<file path="config.mk">
export PLATFORM = sky130hd
export DESIGN_NAME = hav_front
export DESIGN_NICKNAME = d
export VERILOG_FILES = /design/src/sv/haversine_distance_assert.svh /design/src/sv/hav_pkg.sv /design/src/sv/hav_front.sv
export SDC_FILE = /design/constraint.sdc
export NUM_CORES = 2
export LEC_CHECK = 0
export BUFFER_PORTS_ARGS = -buffer_cell sky130_fd_sc_hd__buf_2
export CAP_MARGIN = 20
export CORE_UTILIZATION = 30
export DETAILED_ROUTE_END_ITERATION = 10
export PLACE_DENSITY_LB_ADDON = 0.25
export SYNTH_ARGS = -nofsm -noshare
export SYNTH_HDL_FRONTEND = slang
export SYNTH_SLANG_ARGS = --single-unit
export TNS_END_PERCENT = 5
</file>
<file path="constraint.sdc">
create_clock -name clk -period 28.5 [get_ports clk]
set_input_delay 1.425 -clock clk [delete_from_list [all_inputs] [get_ports clk]]
set_output_delay 1.425 -clock clk [all_outputs]
set_load 0.005 [all_outputs]
</file>
<file path="src/sv/haversine_distance_assert.svh">
// Assertion macros for the haversine distance block
`ifndef HAVERSINE_DISTANCE_ASSERT_SVH
`define HAVERSINE_DISTANCE_ASSERT_SVH

// checked only while out of reset
`define HAV_ASSERT(label, prop, msg) \
  label: assert property (@(posedge clk) disable iff (!rst_n) prop) else $error(msg);

// checked at every edge, reset included
`define HAV_ASSERT_ALWAYS(label, prop, msg) \
  label: assert property (@(posedge clk) prop) else $error(msg);

`endif

</file>
<file path="src/sv/hav_pkg.sv">
// Shared types, constants and arctangent table for the haversine distance block
package hav_pkg;

  localparam int CORDIC_STAGES_DEF = 32;
  localparam int CORDIC_W          = 34;
  localparam int SQRT_STEPS        = 31;
  localparam int SQRT_W            = 62;
  localparam int FIFO_DEPTH_DEF    = 4;

  localparam logic signed [30:0] LAT_LIMIT       = 31'sd900000000;
  localparam logic signed [32:0] TURN_UNITS      = 33'sd3600000000;
  localparam logic signed [32:0] HALF_TURN_UNITS = 33'sd1800000000;
  // round(pi * 2^60 / 3.6e9): 1e-7 degree to half an angle in Q2.30 radians
  localparam logic [29:0]        DEG_TO_HALF_RAD = 30'd1006113814;
  localparam logic signed [CORDIC_W-1:0] CORDIC_GAIN = 34'sh0_26DD_3B6A;
  localparam logic [30:0]        Q30_ONE         = 31'h4000_0000;
  localparam logic [29:0]        EARTH_RADIUS_CM = 30'd637100000;
  localparam logic [30:0]        DIST_MAX        = 31'd2001600000;

  typedef struct packed {
    logic signed [31:0] dlat_h;   // (target - current latitude) / 2
    logic signed [31:0] dlon_h;   // wrapped longitude difference / 2
    logic signed [31:0] clat;     // current latitude
    logic signed [31:0] tlat;     // target latitude
  } front_item_t;

  typedef struct packed {
    logic full;
    logic empty;
  } fifo_status_t;

  // atan(2^-i) in Q2.30, truncated
  function automatic logic [31:0] atan_q30(input int unsigned idx);
    logic [31:0] v;
    unique case (idx)
      0:       v = 32'h3243F6A8;
      1:       v = 32'h1DAC6705;
      2:       v = 32'h0FADBAFC;
      3:       v = 32'h07F56EA6;
      4:       v = 32'h03FEAB76;
      5:       v = 32'h01FFD55B;
      6:       v = 32'h00FFFAAA;
      7:       v = 32'h007FFF55;
      8:       v = 32'h003FFFEA;
      9:       v = 32'h001FFFFD;
      10:      v = 32'h000FFFFF;
      11:      v = 32'h0007FFFF;
      12:      v = 32'h0003FFFF;
      13:      v = 32'h0001FFFF;
      14:      v = 32'h0000FFFF;
      15:      v = 32'h00007FFF;
      16:      v = 32'h00003FFF;
      17:      v = 32'h00001FFF;
      18:      v = 32'h00000FFF;
      19:      v = 32'h000007FF;
      20:      v = 32'h000003FF;
      21:      v = 32'h000001FF;
      22:      v = 32'h000000FF;
      23:      v = 32'h0000007F;
      24:      v = 32'h0000003F;
      25:      v = 32'h0000001F;
      26:      v = 32'h0000000F;
      27:      v = 32'h00000007;
      28:      v = 32'h00000003;
      29:      v = 32'h00000001;
      default: v = 32'h00000000;
    endcase
    return v;
  endfunction

endpackage

</file>
<file path="src/sv/hav_front.sv">
// Front end: accepts positions, clamps, wraps and converts to Q2.30 radians, halving the differences
module hav_front (
  input  logic                clk,
  input  logic                rst_n,
  input  logic                in_tvalid,
  output logic                in_tready,
  // current_lat[30:0], current_lon[62:31], target_lat[93:63], target_lon[125:94]
  input  logic [127:0]        in_tdata,
  output logic                item_valid,
  output hav_pkg::front_item_t item,
  input  logic                item_ready
);
  import hav_pkg::*;

  localparam int NSTG = 6;

  logic               en;
  logic [NSTG-1:0]    vld_r;

  logic signed [30:0] in_clat, in_tlat;
  logic signed [31:0] in_clon, in_tlon;

  logic signed [30:0] clat1_r, clat1_nxt, tlat1_r, tlat1_nxt;
  logic signed [32:0] dlon1_r, dlon1_nxt;
  logic signed [32:0] ang2_r [4];
  logic signed [32:0] ang2_nxt [4];
  logic signed [32:0] ang3_r [4];
  logic signed [32:0] ang3_nxt [4];
  logic [32:0]        abs3 [4];
  logic [30:0]        mag4_r [4];
  logic [30:0]        mag4_nxt [4];
  logic [3:0]         neg4_r, neg4_nxt, neg5_r;
  logic [60:0]        prod5_r [4];
  logic [60:0]        prod5_nxt [4];
  logic [60:0]        rnd6 [4];
  logic signed [31:0] half6 [4];
  front_item_t        item_r, item_nxt;

  function automatic logic signed [30:0] clamp_lat(input logic signed [30:0] v);
    if (v > LAT_LIMIT) return LAT_LIMIT;
    if (v < -LAT_LIMIT) return -LAT_LIMIT;
    return v;
  endfunction

  assign in_clat = in_tdata[30:0];
  assign in_clon = in_tdata[62:31];
  assign in_tlat = in_tdata[93:63];
  assign in_tlon = in_tdata[125:94];

  assign en        = !vld_r[NSTG-1] || item_ready;
  assign in_tready = en;

  always_comb begin
    clat1_nxt = clamp_lat(in_clat);
    tlat1_nxt = clamp_lat(in_tlat);
    dlon1_nxt = {in_tlon[31], in_tlon} - {in_clon[31], in_clon};
  end

  always_comb begin
    ang2_nxt[0] = {{2{tlat1_r[30]}}, tlat1_r} - {{2{clat1_r[30]}}, clat1_r};
    // the raw difference is within two turns, so one step does the modulo
    if (dlon1_r >= TURN_UNITS) begin
      ang2_nxt[1] = dlon1_r - TURN_UNITS;
    end else if (dlon1_r <= -TURN_UNITS) begin
      ang2_nxt[1] = dlon1_r + TURN_UNITS;
    end else begin
      ang2_nxt[1] = dlon1_r;
    end
    ang2_nxt[2] = {clat1_r[30], clat1_r, 1'b0};
    ang2_nxt[3] = {tlat1_r[30], tlat1_r, 1'b0};
  end

  always_comb begin
    for (int k = 0; k < 4; k++) ang3_nxt[k] = ang2_r[k];
    if (ang2_r[1] > HALF_TURN_UNITS) begin
      ang3_nxt[1] = ang2_r[1] - TURN_UNITS;
    end else if (ang2_r[1] < -HALF_TURN_UNITS) begin
      ang3_nxt[1] = ang2_r[1] + TURN_UNITS;
    end
  end

  always_comb begin
    for (int k = 0; k < 4; k++) begin
      neg4_nxt[k] = ang3_r[k][32];
      abs3[k]     = ang3_r[k][32] ? 33'(-ang3_r[k]) : 33'(ang3_r[k]);
      mag4_nxt[k] = abs3[k][30:0];
      prod5_nxt[k] = 61'(mag4_r[k]) * 61'(DEG_TO_HALF_RAD);
      rnd6[k]     = prod5_r[k] + (61'd1 << 29);
      half6[k]    = neg5_r[k] ? -$signed({1'b0, rnd6[k][60:30]})
                              : $signed({1'b0, rnd6[k][60:30]});
    end
    item_nxt.dlat_h = half6[0];
    item_nxt.dlon_h = half6[1];
    item_nxt.clat   = half6[2];
    item_nxt.tlat   = half6[3];
  end

  always_ff @(posedge clk) begin
    if (!rst_n) begin
      vld_r <= '0;
    end else if (en) begin
      vld_r <= {vld_r[NSTG-2:0], in_tvalid};
    end
  end

  always_ff @(posedge clk) begin
    if (en) begin
      clat1_r <= clat1_nxt;
      tlat1_r <= tlat1_nxt;
      dlon1_r <= dlon1_nxt;
      ang2_r  <= ang2_nxt;
      ang3_r  <= ang3_nxt;
      mag4_r  <= mag4_nxt;
      neg4_r  <= neg4_nxt;
      prod5_r <= prod5_nxt;
      neg5_r  <= neg4_r;
      item_r  <= item_nxt;
    end
  end

  assign item_valid = vld_r[NSTG-1];
  assign item       = item_r;

endmodule

</file>
# Word-level counts from Yosys, hierarchy flattened
# Cells that the tools add are included.
[word_totals] register_bits=857 output_inout_bits=130 input_bits=132 wordCells=90
[op_classes] n_mux=26 n_addsub=18 multipliers=4 n_reduce_logical=2 magnitude_cmp=8
[ops] cell="$mux W31" n=16
[ops] cell="$add A61 B30 Y61 const B" n=4
[ops] cell="$mul A31 B29 Y60 const B" n=4
[ops] cell="$mux W33" n=4
[ops] cell="$neg A31 Y32" n=4
[ops] cell="$neg A31 Y31" n=4
[ops] cell="$add A33 B33 Y33 const B" n=2
[ops] cell="$sub A33 B33 Y33 const B" n=2
[ops] cell="$gt A31 B31 Y1 const B" n=2
[ops] cell="$lt A31 B31 Y1 const B" n=2
[ops] cell="$ge A33 B33 Y1 const B" n=1
[ops] cell="$gt A33 B32 Y1 const B" n=1
[ops] cell="$le A33 B33 Y1 const B" n=1
[ops] cell="$lt A33 B32 Y1 const B" n=1
[ops] cell="$sub A32 B32 Y33" n=1
[ops] cell="$sub A31 B31 Y32" n=1
[ops] cell="$mux W1" n=6
[ops] cell="$logic_not A1 Y1" n=1
[ops] cell="$logic_or A1 B1 Y1" n=1

# Logic depth before layout (Yosys ltp)
[depth] depth_word=5 mapped_depth=27 depth_no_buf=27

# Least setup slack after synthesis
# No wires, ideal clock.
[synth_path] kind="input-to-output" startpoint="in item_ready" endpoint="out in_tready" path_buffers=1 path_slack_ps=11259 cell_stages=3 arrival_time_ps=15816 required_time_ps=27075 cell_sequence="nor2b_1 -> clkbuf_1 -> inv_1"
[synth_between] elab_chain_cells=1
[synth_rtl] item="start, declared" line_no="hav_front.sv:11" rtl="input logic item_ready"
[synth_rtl] item="$logic_or A1 B1 Y1" line_no="hav_front.sv:50" rtl="assign en = !vld_r[NSTG-1] || item_ready;"
[synth_rtl] item="end, declared" line_no="hav_front.sv:6" rtl="output logic in_tready,"
# No other way between the ends.

==> results.tsv <==
stage	metric	value	unit
cells_and_area	syn2layout_area_growth	10.1	%
clocking	clockRootBuffer	clkbuf_16	
min_path	hold_path_depth	0	
detailed_routing	ant_nets	0	
logic_synthesis	ys_async_sr_fraction	0	
global_route	track_usage	0.147	
placement	gp_congestion	0.893	
clocking	ctsResizeCount	0	
setup_path	critical_path.most_common_cell	fa_1	
setup_path	required	29.03	ns
logic_synthesis	yosys_warnings	0	
timing	final_max_slew_viol_count	0	
logic_synthesis	synthCells	8338	
clocking	clock_path_buffers	4	
clocking	cts.sinks	740	
logic_synthesis	ys_seq_area_frac	0.248	
global_route	overflow	0	
timing	relSlewSlack	0.264	
timing	worstMarginPinSlew	1.10	ns
floorplanning	ios	262	
timing	post-route-min-period	8.81	ns
logic_synthesis	synth.distinct_cells	105	
cells_and_area	drive_above_1_share	0.0591	
timing	rsz0062_at_grt	false	
clocking	htree_levels	3	
floorplanning	die_x	548	um
detailed_routing	drcViolationCount	0	
global_route	grt_pass1_vias	63200	
detailed_routing	firstDrtPassIters	7	
clocking	ctsHoldBuffers	0	
detailed_routing	drtIter0Drc	3018	
logic_synthesis	synth_edf_count	734	
setup_path	r2r_cells	23	
detailed_routing	via_per_inst	4.60	
setup_path	max_stage_delay	0.82	ns
floorplanning	die_y	548	um
placement	dp_hpwl	186000	um
clocking	clk_pin_slew	0.06	ns
detailed_routing	vias	57900	
setup_path	path_class	reg -> reg	
timing	tns	0	ns
floorplanning	coreArea	297000	um^2
logic_synthesis	syn_area	89500	um^2
floorplanning	dieArea	300000	um^2
logic_synthesis	synthFlopType	edfxtp_1	
placement	numPortBuffers	259	
setup_path	cp-end-kind	register	
logic_synthesis	mappedNetlistNets	10900	
clocking	cts_made_buffers	96	
setup_path	crit_chain	inv_1 -> fa_1 -> inv_1 -> fa_1 -> inv_1 -> fa_1 -> fa_1 -> fa_1 -> fa_1 -> inv_1 -> fa_1 -> ha_1 -> ha_1 -> a21oi_1 -> o21a_1 -> o21bai_1 -> a221oi_1 -> o2111ai_1 -> a31oi_1 -> o21ai_0 -> a211oi_1 -> o21ai_0 -> xnor2_1	
cells_and_area	regArea	22200	um^2
cells_and_area	layout_common_cells	inv_1, fa_1, ha_1	
setup_path	cp_max_fo	8	
run_status	run_status	completed	
timing	finalCritPeriodShare	0.309	
cells_and_area	fin_nets	11100	
timing	finalHoldViolCount	0	
cells_and_area	multi_input_comb_area	59300	um^2
global_route	antenna_found_initial	7	
clocking	cts_tree	done	
cells_and_area	final_common_cell	inv_1	
flow_run	max-cap-violations	0	
detailed_routing	routed_wl	218000	um
global_route	grt_max_degree	140	
setup_path	cp_slowest_cell	a221oi_1	
timing	fmax	114	MHz
logic_synthesis	synth.avg_cell_area	10.7	um^2
cells_and_area	nFillCells	30200	
timing	setup_viol_count_final	0	
detailed_routing	wire_per_inst	17.3	um
setup_path	start_kind	register	
clocking	clk-insertion-delay-late	0.85	ns
setup_path	cp.arrival	9.34	ns
floorplanning	initial_core_util	0.301	
timing	worst_clock_skew	0.114	ns
logic_synthesis	synth-seq-cells	740	
clocking	postCtsSetupBuffers	0	
min_path	hold_path_class	reg -> reg	
global_route	grt_pass1_wl	349000	um
floorplanning	num_rows	200	
metrics by stage:
step | setup slack, ns | hold slack (ns) | utilization | cell area (um^2) | cells
2_1_floorplan | 11.26 | 0.400 | - | 89500 | 8338
3_3_place_gp | 19.71 | 0.405 | 0.321 | 95200 | 12400
3_5_place_dp | 19.82 | 0.405 | 0.321 | 95200 | 12400
4_1_cts | 19.68 | 0.416 | 0.332 | 98400 | 12600
5_1_grt | 19.33 | 0.424 | 0.332 | 98500 | 12600
6_report | 19.69 | 0.413 | 0.332 | 98500 | 12600
final cells by class:
class / instances / area share
diodes: 9 / 0.000229
clock buffers: 109 / 0.0251
clock inverters: 62 / 0.00752
inverters: 1957 / 0.0747
multi-input cells: 5498 / 0.602
flip-flops and latches: 740 / 0.225
well taps: 3939 / 0.0500
repair buffers: 278 / 0.0149
cell usage after synthesis, types with 26 or more instances:
library cell / number / area [um^2]
a211oi_1: 26 / 195
a21o_1: 156 / 1170
a21oi_1: 291 / 1460
a31oi_1: 58 / 363
and2_1: 37 / 231
and3_1: 65 / 407
and4_1: 26 / 228
buf_2: 32 / 160
clkbuf_1: 93 / 349
edfxtp_1: 734 / 22000
fa_1: 1234 / 24700
ha_1: 1198 / 15000
inv_1: 1956 / 7340
nand2_1: 330 / 1240
nand2b_1: 42 / 263
nand3_1: 142 / 711
nand4_1: 75 / 469
nor2_1: 249 / 935
nor2b_1: 47 / 294
nor3_1: 84 / 420
nor4_1: 39 / 244
o211ai_1: 26 / 195
o21a_1: 29 / 218
o21ai_0: 249 / 1250
o21bai_1: 32 / 240
o31ai_1: 58 / 435
or3_1: 44 / 275
xnor2_1: 445 / 3900
xor2_1: 158 / 1380
final timing paths:
check	startpoint	to	slack (ns)
hold reg to reg	ang2_r[27]	ang3_r[27]	0.41
setup / recovery	mag4_r[104]	prod5_r[243]	19.69
hold / removal	ang2_r[27]	ang3_r[27]	0.41
setup reg to reg	mag4_r[104]	prod5_r[243]	19.69
sequential cells by signal, summed over array words and instances (netlist names):
signal,flops
neg5_r,4
tlat1_r,31
ang2_r,127
dlon1_r,33
ang3_r,126
mag4_r,122
item,128
prod5_r,128
vld_r,6
neg4_r,4
clat1_r,31
metal layers:
metal  GRT usage  vias up  share of wire
met1       0.195    28800           0.46
li1            -    28000              -
met5           0        -       0.000041
met3      0.0168      236          0.032
met4      0.0374        2          0.024
met2       0.255      891           0.48
critical path: cells and delay by family, from the launching register on:
family	cells	cell delay, ns
AO/OA/AOI/OAI	9	3.16
flip-flops	1	0.74
adder cells (fa/ha/maj)	9	4.11
buffers and inverters	4	0.33
XOR/XNOR	1	0.15
cell families after synthesis:
logic type	share of synthesized area
adder cells (fa/ha/maj)	0.444
multiplexers	0.00271
flip-flops	0.248
AO/OA/AOI/OAI	0.0831
buffers and inverters	0.0891
AND/OR/NAND/NOR	0.0747
XOR/XNOR	0.0590
Power is left out: the tool's default activity adds up to more than one toggle a clock period on the data nets, which glitch-free logic cannot reach.
