`config.mk`:
```
export PLATFORM = sky130hd
export DESIGN_NAME = hav_fifo
export DESIGN_NICKNAME = d
export VERILOG_FILES = /design/src/sv/haversine_distance_assert.svh /design/src/sv/hav_pkg.sv /design/src/sv/hav_fifo.sv
export SDC_FILE = /design/constraint.sdc
export NUM_CORES = 1
export LEC_CHECK = 0
export ABC_CLOCK_PERIOD_IN_PS = 5000
export BUFFER_PORTS_ARGS = -buffer_cell sky130_fd_sc_hd__buf_2
export CAP_MARGIN = 20
export CORE_MARGIN = 2
export CORE_UTILIZATION = 57
export DETAILED_ROUTE_END_ITERATION = 10
export MAX_ROUTING_LAYER = met4
export PLACE_DENSITY = 0.91
export SLEW_MARGIN = 10
export SYNTH_ARGS = -nofsm -noshare
export SYNTH_HDL_FRONTEND = slang
export SYNTH_SLANG_ARGS = --single-unit
```
`constraint.sdc`:
```
create_clock -name clk -period 5 [get_ports clk]
set_input_delay 0.5 -clock clk [delete_from_list [all_inputs] [get_ports clk]]
set_output_delay 0.5 -clock clk [all_outputs]
set_load 0.03 [all_outputs]
```
`src/sv/haversine_distance_assert.svh`:
```
// Assertion macros for the haversine distance block
`ifndef HAVERSINE_DISTANCE_ASSERT_SVH
`define HAVERSINE_DISTANCE_ASSERT_SVH

// checked only while out of reset
`define HAV_ASSERT(label, prop, msg) \
  label: assert property (@(posedge clk) disable iff (!rst_n) prop) else $error(msg);

// checked at every edge, reset included
`define HAV_ASSERT_ALWAYS(label, prop, msg) \
  label: assert property (@(posedge clk) prop) else $error(msg);

`endif

```
`src/sv/hav_pkg.sv`:
```
// Shared types, constants and arctangent table for the haversine distance block
package hav_pkg;

  localparam int CORDIC_STAGES_DEF = 32;
  localparam int CORDIC_W          = 34;
  localparam int SQRT_STEPS        = 31;
  localparam int SQRT_W            = 62;
  localparam int FIFO_DEPTH_DEF    = 4;

  localparam logic signed [30:0] LAT_LIMIT       = 31'sd900000000;
  localparam logic signed [32:0] TURN_UNITS      = 33'sd3600000000;
  localparam logic signed [32:0] HALF_TURN_UNITS = 33'sd1800000000;
  // round(pi * 2^60 / 3.6e9): 1e-7 degree to half an angle in Q2.30 radians
  localparam logic [29:0]        DEG_TO_HALF_RAD = 30'd1006113814;
  localparam logic signed [CORDIC_W-1:0] CORDIC_GAIN = 34'sh0_26DD_3B6A;
  localparam logic [30:0]        Q30_ONE         = 31'h4000_0000;
  localparam logic [29:0]        EARTH_RADIUS_CM = 30'd637100000;
  localparam logic [30:0]        DIST_MAX        = 31'd2001600000;

  typedef struct packed {
    logic signed [31:0] dlat_h;   // (target - current latitude) / 2
    logic signed [31:0] dlon_h;   // wrapped longitude difference / 2
    logic signed [31:0] clat;     // current latitude
    logic signed [31:0] tlat;     // target latitude
  } front_item_t;

  typedef struct packed {
    logic full;
    logic empty;
  } fifo_status_t;

  // atan(2^-i) in Q2.30, truncated
  function automatic logic [31:0] atan_q30(input int unsigned idx);
    logic [31:0] v;
    unique case (idx)
      0:       v = 32'h3243F6A8;
      1:       v = 32'h1DAC6705;
      2:       v = 32'h0FADBAFC;
      3:       v = 32'h07F56EA6;
      4:       v = 32'h03FEAB76;
      5:       v = 32'h01FFD55B;
      6:       v = 32'h00FFFAAA;
      7:       v = 32'h007FFF55;
      8:       v = 32'h003FFFEA;
      9:       v = 32'h001FFFFD;
      10:      v = 32'h000FFFFF;
      11:      v = 32'h0007FFFF;
      12:      v = 32'h0003FFFF;
      13:      v = 32'h0001FFFF;
      14:      v = 32'h0000FFFF;
      15:      v = 32'h00007FFF;
      16:      v = 32'h00003FFF;
      17:      v = 32'h00001FFF;
      18:      v = 32'h00000FFF;
      19:      v = 32'h000007FF;
      20:      v = 32'h000003FF;
      21:      v = 32'h000001FF;
      22:      v = 32'h000000FF;
      23:      v = 32'h0000007F;
      24:      v = 32'h0000003F;
      25:      v = 32'h0000001F;
      26:      v = 32'h0000000F;
      27:      v = 32'h00000007;
      28:      v = 32'h00000003;
      29:      v = 32'h00000001;
      default: v = 32'h00000000;
    endcase
    return v;
  endfunction

endpackage

```
`src/sv/hav_fifo.sv`:
```
// Short queue between front and back end
module hav_fifo #(
  parameter int WIDTH = 128,
  parameter int DEPTH = hav_pkg::FIFO_DEPTH_DEF
) (
  input  logic                  clk,
  input  logic                  rst_n,
  input  logic                  push,
  input  logic [WIDTH-1:0]      push_data,
  input  logic                  pop,
  output logic [WIDTH-1:0]      pop_data,
  output hav_pkg::fifo_status_t status
);
  import hav_pkg::*;

  localparam int PW = (DEPTH > 1) ? $clog2(DEPTH) : 1;
  localparam int CW = $clog2(DEPTH + 1);

  logic [WIDTH-1:0] mem_r [DEPTH];
  logic [PW-1:0]    wr_ptr_r, wr_ptr_nxt, rd_ptr_r, rd_ptr_nxt;
  logic [CW-1:0]    count_r, count_nxt;
  logic             do_push, do_pop;

  assign status.full  = (count_r == CW'(DEPTH));
  assign status.empty = (count_r == '0);
  assign do_push = push && !status.full;
  assign do_pop  = pop && !status.empty;
  assign pop_data = mem_r[rd_ptr_r];

  always_comb begin
    wr_ptr_nxt = wr_ptr_r;
    rd_ptr_nxt = rd_ptr_r;
    count_nxt  = count_r;
    if (do_push) wr_ptr_nxt = (wr_ptr_r == PW'(DEPTH - 1)) ? '0 : wr_ptr_r + 1'b1;
    if (do_pop)  rd_ptr_nxt = (rd_ptr_r == PW'(DEPTH - 1)) ? '0 : rd_ptr_r + 1'b1;
    if (do_push && !do_pop) count_nxt = count_r + 1'b1;
    if (do_pop && !do_push) count_nxt = count_r - 1'b1;
  end

  always_ff @(posedge clk) begin
    if (!rst_n) begin
      wr_ptr_r <= '0;
      rd_ptr_r <= '0;
      count_r  <= '0;
    end else begin
      wr_ptr_r <= wr_ptr_nxt;
      rd_ptr_r <= rd_ptr_nxt;
      count_r  <= count_nxt;
    end
  end

  always_ff @(posedge clk) begin
    if (do_push) mem_r[wr_ptr_r] <= push_data;
  end

endmodule

```
* Word-level counts from Yosys, hierarchy flattened
Memory sizes are Yosys's and may differ from the RTL's. A register that Yosys moved wholly into a read port is not among the register bits.
Index checks and enable logic that the tools add are counted.
** Word-level totals
- Register bits after elaboration :: 7
- Bits in latches :: 0
- Memory bits (writable) :: 512
- Bits in read-only memories :: 0
- Bits of input ports :: 132
- Output and inout bits :: 130
- Word-level logic and storage cells :: 29
- Memories kept :: 1
** Memory list
- mem_r :: words 4, width 128, rd ports 1, clocked after Yosys merged registers in 1, write ports 1, RTL line hav_fifo.sv:19 : logic [WIDTH-1:0] mem_r [DEPTH];
** Cells by class
- Add/sub/neg operators :: 4
- $mul :: 0
- Div/mod/pow operators :: 0
- Magnitude comparators :: 0
- Equality and inequality tests :: 3
- Shift-type cells :: 0
- Mux-type cells :: 8
- Bitwise gates (word level) :: 0
- Reductions and logical operators :: 10
** Operators by type and width (count)
- $mux 2 :: 4
- $mux 3 :: 2
- $add 2x1->2 const B :: 2
- $eq 2x2->1 const B :: 2
- $logic_and 1x1->1 :: 4
- $logic_not 1->1 :: 4
- $add 3x1->3 const B :: 1
- $eq 3x3->1 const B :: 1
- $logic_not 3->1 :: 1
- $sub 3x1->3 const B :: 1
- $mux 1 :: 2
- $reduce_bool 2->1 :: 1

* Depth between registers and ports, before layout
Gate-level depths: netlist (run 1).
- Word-level depth :: 7
- Depth in mapped cells :: 10
- Mapped depth without buffers :: 9

* Least setup slack after synthesis (run 1)
Ideal clock, no wire load.
- Path kind :: reg2reg
- From :: reg count_r[2]
- To :: mem mem_r[1][0], enable pin
- Library setup time :: 0.502 ns
- Data arrival time :: 3.906 ns
- Data required time :: 4.498 ns
- Setup slack :: 0.592 ns
- Stages on the path, launching flop included :: 5
- Period minus slack after synthesis :: 4.408 ns
- Path through :: dfxtp_1 nor3b_1 nor2b_1 clkbuf_1 and2_1
** RTL lines
- start, declared :: RTL line hav_fifo.sv:21 : logic [CW-1:0] count_r, count_nxt;
- start signal, assigned :: RTL line hav_fifo.sv:48 : count_r <= count_nxt;
- end, declared :: RTL line hav_fifo.sv:19

==> results of run 1 <==
-- final timing paths --
path	start	end	slack, ns	cells past startpoint
max	flop	pop_data[63]	1.76	3
min	push_data[18]	mem_r[3][18]	0.16	1
max reg2reg	count_r[1]	mem_r[1][15]	2.29	4
min reg2reg	wr_ptr_r[1]	wr_ptr_r[1]	0.50	2
-- state kept, by name, indices dropped and copies added (netlist names), named ones only --
signal,cells
rd_ptr_r,2
count_r,3
mem_r,512
wr_ptr_r,2
-- Yosys cell counts --
library cell / number
xnor2_1: 1
buf_12: 10
nand2_1: 7
o21ai_0: 4
or3_1: 1
nor2b_1: 1
nor2_1: 2
edfxtp_1: 512
buf_6: 4
mux4_2: 128
mux2i_1: 2
dfxtp_1: 9
fa_1: 1
xor2_1: 1
nor3b_1: 1
clkbuf_1: 3
buf_2: 13
inv_1: 7
and2_1: 6
nand3_1: 2
nor3_1: 1
a21boi_0: 1
ha_1: 6
o31ai_1: 1
-- per-layer routing --
metal | part of all wire, % | vias to the layer above
met1 | 40 | 4531
met4 | 3.7 | 0
met3 | 8.7 | 88
met5 | 0 | -
met2 | 47 | 377
li1 | - | 3729
-- final cells by class --
cell class,count,share of cell area [%]
clock inverter,31,1.39
inverter,7,0.117
antenna,15,0.167
tap,442,2.47
timing repair buffer,272,6.47
multi-input combinational,166,14.1
sequential,521,69.4
clock buffer,61,5.86
-- power by group --
group	internal, mW	switching [mW]
sequential	5.28	0.221
clock	2.18	1.53
combinational	1.15	1.95
-- kinds of logic (layout without fill, tap and decap cells) --
group,after synthesis,after routing,synth area share [%]
AOI/OAI and AO/OA,6,6,0.184
xor gates and xnor gates,2,2,0.0919
adders and majority gates,7,7,0.499
buffers and inverters,37,371,1.82
DFF,521,521,81.6
muxes,130,130,15.2
other,0,15,0
and+or+nand+nor,21,21,0.558
==> results.md, run 1 <==
- Layout Cells excl Fill: 1515
- Final setup violation count: 0
- Vias in the first global route: 9085
- Port bufs: 261
- CP arrival: 2.74 ns
- WL per Instance: 24.2 um
- IO Count: 262
- Multi-input gate area: 0.00317 mm2
- Post-route ant nets: 0
- Clk_skew: 0.0235 ns
- Pin count of the biggest net entering global routing: 80
- Die ar.: 0.0349 mm2
- Met3 Resource Use GR: 5.38%
- Leakage power: 7.47 nW
- Max stage delay on crit path: 0.88 ns
- Crit path launch type: flop
- Die width: 187 um
- Clk Latency, worst-skew pair: 0.55 ns
- Met1 Track Usage GR: 29.8%
- Crit path capture type: primary output
- Sinks on Clock Net: 521
- Drt pass-1 iters: 4
- DPL Wire Length: 21800 um
- Post-Syn Instances: 724
- Critical-path maximum fanout: 45
- CTS buffer count: 50
- Vias per Instance: 5.76
- Initial core utilization: 58.3%
- Top post-synthesis cells by area: edfxtp_1 81%, mux4_2 15%, buf_12 1.1%, dfxtp_1 0.95%, ha_1 0.39%
- Cell area after synthesis: 0.0191 mm2
- Placer Congestion: 0.768
- H-tree levels: 2
- Worst min-delay path class: in -> reg
- Dpl cells: 1408
- Critical path's top delay family: flip-flops
- # resized after CTS: 0
- Setup TNS Final: 0 ns
- Critical path cell sequence: buf_12 > mux4_2 > buf_2
- Post-synthesis cell type count: 24
- RSZ-0062 raised after global routing: false
- Layout cells sized above 1: 45.2%
- Root Buffer: clkbuf_16
- Reg area: 0.0156 mm2
- Final hold vios: 0
- GRT Resource Usage Total: 21.7%
- DP Worst Slack: 2.18 ns
- Core area: 0.0327 mm2
- Synth top area share: 80.7%
- Commonest non-fill, non-tap cells in the layout: 512 x edfxtp_1, 261 x buf_2, 128 x mux4_2
- Final wirelength: 36700 um
- Die Y-Extent: 187 um
- Vias: 8725
- Least-Margin Pin Slew: 0.889 ns
- IR drop worst, VDD: 410 uV
- Buf/Inv on CP: 2
- Initial antenna violation count: 13
- Min Hold Slack: 0.164 ns
- Pwr per Cell Area: 550 mW/mm2
- #FFs+latches synth: 521
- Post-CTS Setup Bufs: 0
- CTS tree: built
- Worst-path clk slew: 0.06 ns
- GRT busiest layer: met2
- Post-Layout Inst Area: 0.0224 mm2
- Filler Cell Count: 1992
- Cell taking the most area after synthesis: edfxtp_1
- Hold Buf Count CTS: 0
- Max_slew headroom: 40.7%
- Crit share post-route: 64.8%
- DRT iter0 DRCs: 685
- Synth-to-Final Area Change: 17.7%
- Clock Tree Buf Depth: 3
- Status: completed
- Tot Pwr: 12.3 mW
- Total of max-cap violations: 0
- Slew Limit Fails: 0
- Met2 Use GR: 32.3%
- Yosys warnings: 0
- Synthesized area per cell: 26.3 um2
- Most common cell after layout, fill and taps aside: edfxtp_1
- Total Nets Final: 1157
- Fin crit period: 3.24 ns
- DRC Markers: 0
- Global-route wire length before repair: 54800 um
- Sequential fraction of the synthesis area: 81.6%
- Global route overflow: 0
- Crit path kind: reg -> out
- Syn Nets: 863
- CP max stage cell: dfxtp_4
- Final setup margin: 1.76 ns
- Placed cell area: 0.0208 mm2
- Critical Path RT: 4.50 ns
- Site Rows: 66
- Post-Route Utilization: 68.6%
- F_max: 0.308 GHz
Power figures use the tool's default switching activity.
==> inputs of run 2 (changes only) <==
--- a/config.mk
+++ b/config.mk
@@ -5,7 +5,7 @@
 export SDC_FILE = /design/constraint.sdc
 export NUM_CORES = 1
 export LEC_CHECK = 0
-export ABC_CLOCK_PERIOD_IN_PS = 5000
+export ABC_CLOCK_PERIOD_IN_PS = 3000
 export BUFFER_PORTS_ARGS = -buffer_cell sky130_fd_sc_hd__buf_2
 export CAP_MARGIN = 20
 export CORE_MARGIN = 2
==> constraint.sdc (replaced) <==
create_clock -name clk -period 3 [get_ports clk]
set_input_delay 0.3 -clock clk [delete_from_list [all_inputs] [get_ports clk]]
set_output_delay 0.3 -clock clk [all_outputs]
set_load 0.03 [all_outputs]
==> results.md, run 2 (synthesis gave the netlist of run 1 again) <==
- Final hold vios: 0 (unchanged)
- Final setup violation count: 0 (unchanged)
- Synth-to-Final Area Change: 25.0%
- Least-Margin Pin Slew: 0.654 ns (-0.235 ns)
- Port bufs: 261 (unchanged)
- IO Count: 262 (unchanged)
- Number of flip-flops in the largest register: 512 (unchanged)
- Clk Latency, worst-skew pair: 0.54 ns (about the same)
- Final setup margin: 0.417 ns (-1.34 ns)
- Core area: 0.0327 mm2 (unchanged)
- Post-Layout Inst Area: 0.0238 mm2 (+6.3%)
- Sinks on Clock Net: 521 (unchanged)
- Leakage power: 8.08 nW (+8.1%)
- F_max: 0.387 GHz
- Tot Pwr: 20.9 mW (+70%)
- Vias: 9326 (+6.9%)
- DPL Wire Length: 22000 um (+0.84%)
- GRT Resource Usage Total: 24.2% (+2.5 points)
- DP Worst Slack: 0.774 ns (-1.40 ns)
- H-tree levels: 2 (unchanged)
- Die width: 187 um (unchanged)
- CTS tree: built
- Global route overflow: 0 (unchanged)
- CP max stage cell: mux4_2
- Critical path cell sequence: buf_4 > mux4_2 > buf_2
- Pin count of the biggest net entering global routing: 83 (+3.8%)
- CP arrival: 2.28 ns (-0.46 ns)
- Dpl cells: 1413 (+0.36%)
- Layout cells sized above 1: 40.8% (-4.3 points)
- Fin crit period: 2.58 ns
- Die ar.: 0.0349 mm2 (unchanged)
- WL per Instance: 24.6 um (+1.7%)
- Critical-path maximum fanout: 32 (-29%)
- Global-route wire length before repair: 60900 um (+11%)
- Placed cell area: 0.0209 mm2 (+0.60%)
- Max stage delay on crit path: 0.62 ns (-0.26 ns)
- Pwr per Cell Area: 879 mW/mm2 (+60%)
- Max_slew headroom: 56.4% (+16 points)
- DRC Markers: 0 (unchanged)
- # resized after CTS: 0 (unchanged)
- Worst min-delay path class: in -> reg
- Vias in the first global route: 9989 (+10%)
- Post-CTS Setup Bufs: 0 (unchanged)
- Crit path launch type: flop
- Critical path's top delay family: buffers and inverters
- Biggest regs: mem_r (512), count_r (3)
- Critical Path RT: 2.70 ns (-1.80 ns)
- Crit path capture type: primary output
- DRT iter0 DRCs: 736 (+7.4%)
- Total Nets Final: 1288 (+11%)
- Placer Congestion: 0.723 (-5.8%)
- Root Buffer: clkbuf_16
- Clk_skew: 0.0131 ns (-0.0104 ns)
- Initial antenna violation count: 6 (-7)
- Worst-path clk slew: 0.06 ns (about the same)
- IR drop worst, VDD: 697 uV (+70%)
- Drt pass-1 iters: 5 (+1)
- Post-route ant nets: 0 (unchanged)
- Total of max-cap violations: 0 (unchanged)
- Vias per Instance: 5.69 (-1.2%)
- Clock Tree Buf Depth: 3 (unchanged)
- Most common cell after layout, fill and taps aside: edfxtp_1
- Die Y-Extent: 187 um (unchanged)
- Site Rows: 66 (unchanged)
- Reg with most FFs: mem_r
- Post-Route Utilization: 72.9% (+4.3 points)
- CTS buffer count: 51 (+2.0%)
- Commonest non-fill, non-tap cells in the layout: 512 x edfxtp_1, 261 x buf_2, 128 x mux4_2
- Status: completed
- RSZ-0062 raised after global routing: false
- Initial core utilization: 58.3% (unchanged)
- Min Hold Slack: 0.0232 ns (-0.141 ns)
- Crit path kind: reg -> out
- Final wirelength: 40300 um (+10%)
- Slew Limit Fails: 0 (unchanged)
- Setup TNS Final: 0 ns (unchanged)
- Crit share post-route: 86.1%
- Layout Cells excl Fill: 1639 (+8.2%)
- Buf/Inv on CP: 2 (unchanged)
==> run 2: worst paths after layout <==
kind                  from           end  slack (ns)  cells after the start
max                   flop  pop_data[89]        0.42                      3
min          push_data[49]  mem_r[0][49]        0.02                      1
max reg2reg     count_r[2]    count_r[2]        0.73                      9
min reg2reg    wr_ptr_r[1]   wr_ptr_r[1]        0.51                      2
==> run 2: worst reg2reg max path, cell delays in order, from the launching register on <==
cell      delay [ns]
dfxtp_1         0.38
nor3b_1         0.24
nor2b_1         0.19
inv_1           0.09
ha_1            0.20
inv_1           0.08
fa_1            0.39
xor2_1          0.16
or3_1           0.30
a21boi_0        0.17
==> run 2: power by group <==
| group | switching [mW] | internal (mW) |
|---|---|---|
| Combinational | 3.49 | 2.08 |
| Clock | 2.55 | 3.78 |
| Sequential | 0.237 | 8.80 |
==> run 2: cell type report <==
cell class	instances	area [um2]
sequential	521	15600
multi-input combinational	166	3170
inverter	7	26.3
fill	1807	8870
clock inverter	31	333
tap	442	553
antenna	7	17.5
clock buffer	63	1340
timing repair buffer	402	2830
==> run 2: routing by layer <==
layer | global-route usage (%) | vias up | routed length, um
met1 | 30.6 | 4859 | 15300
met4 | 6.26 | 0 | 952
met2 | 39.6 | 418 | 20800
met3 | 6.12 | 71 | 3270
li1 | - | 3978 | -
met5 | - | - | 0
==> run 2: repair_timing <==
item                                    4_1_cts  5_1_grt
hold endpoints to repair                    496        4
hold buffers                                124        1
endpoints found under the setup margin        0        0
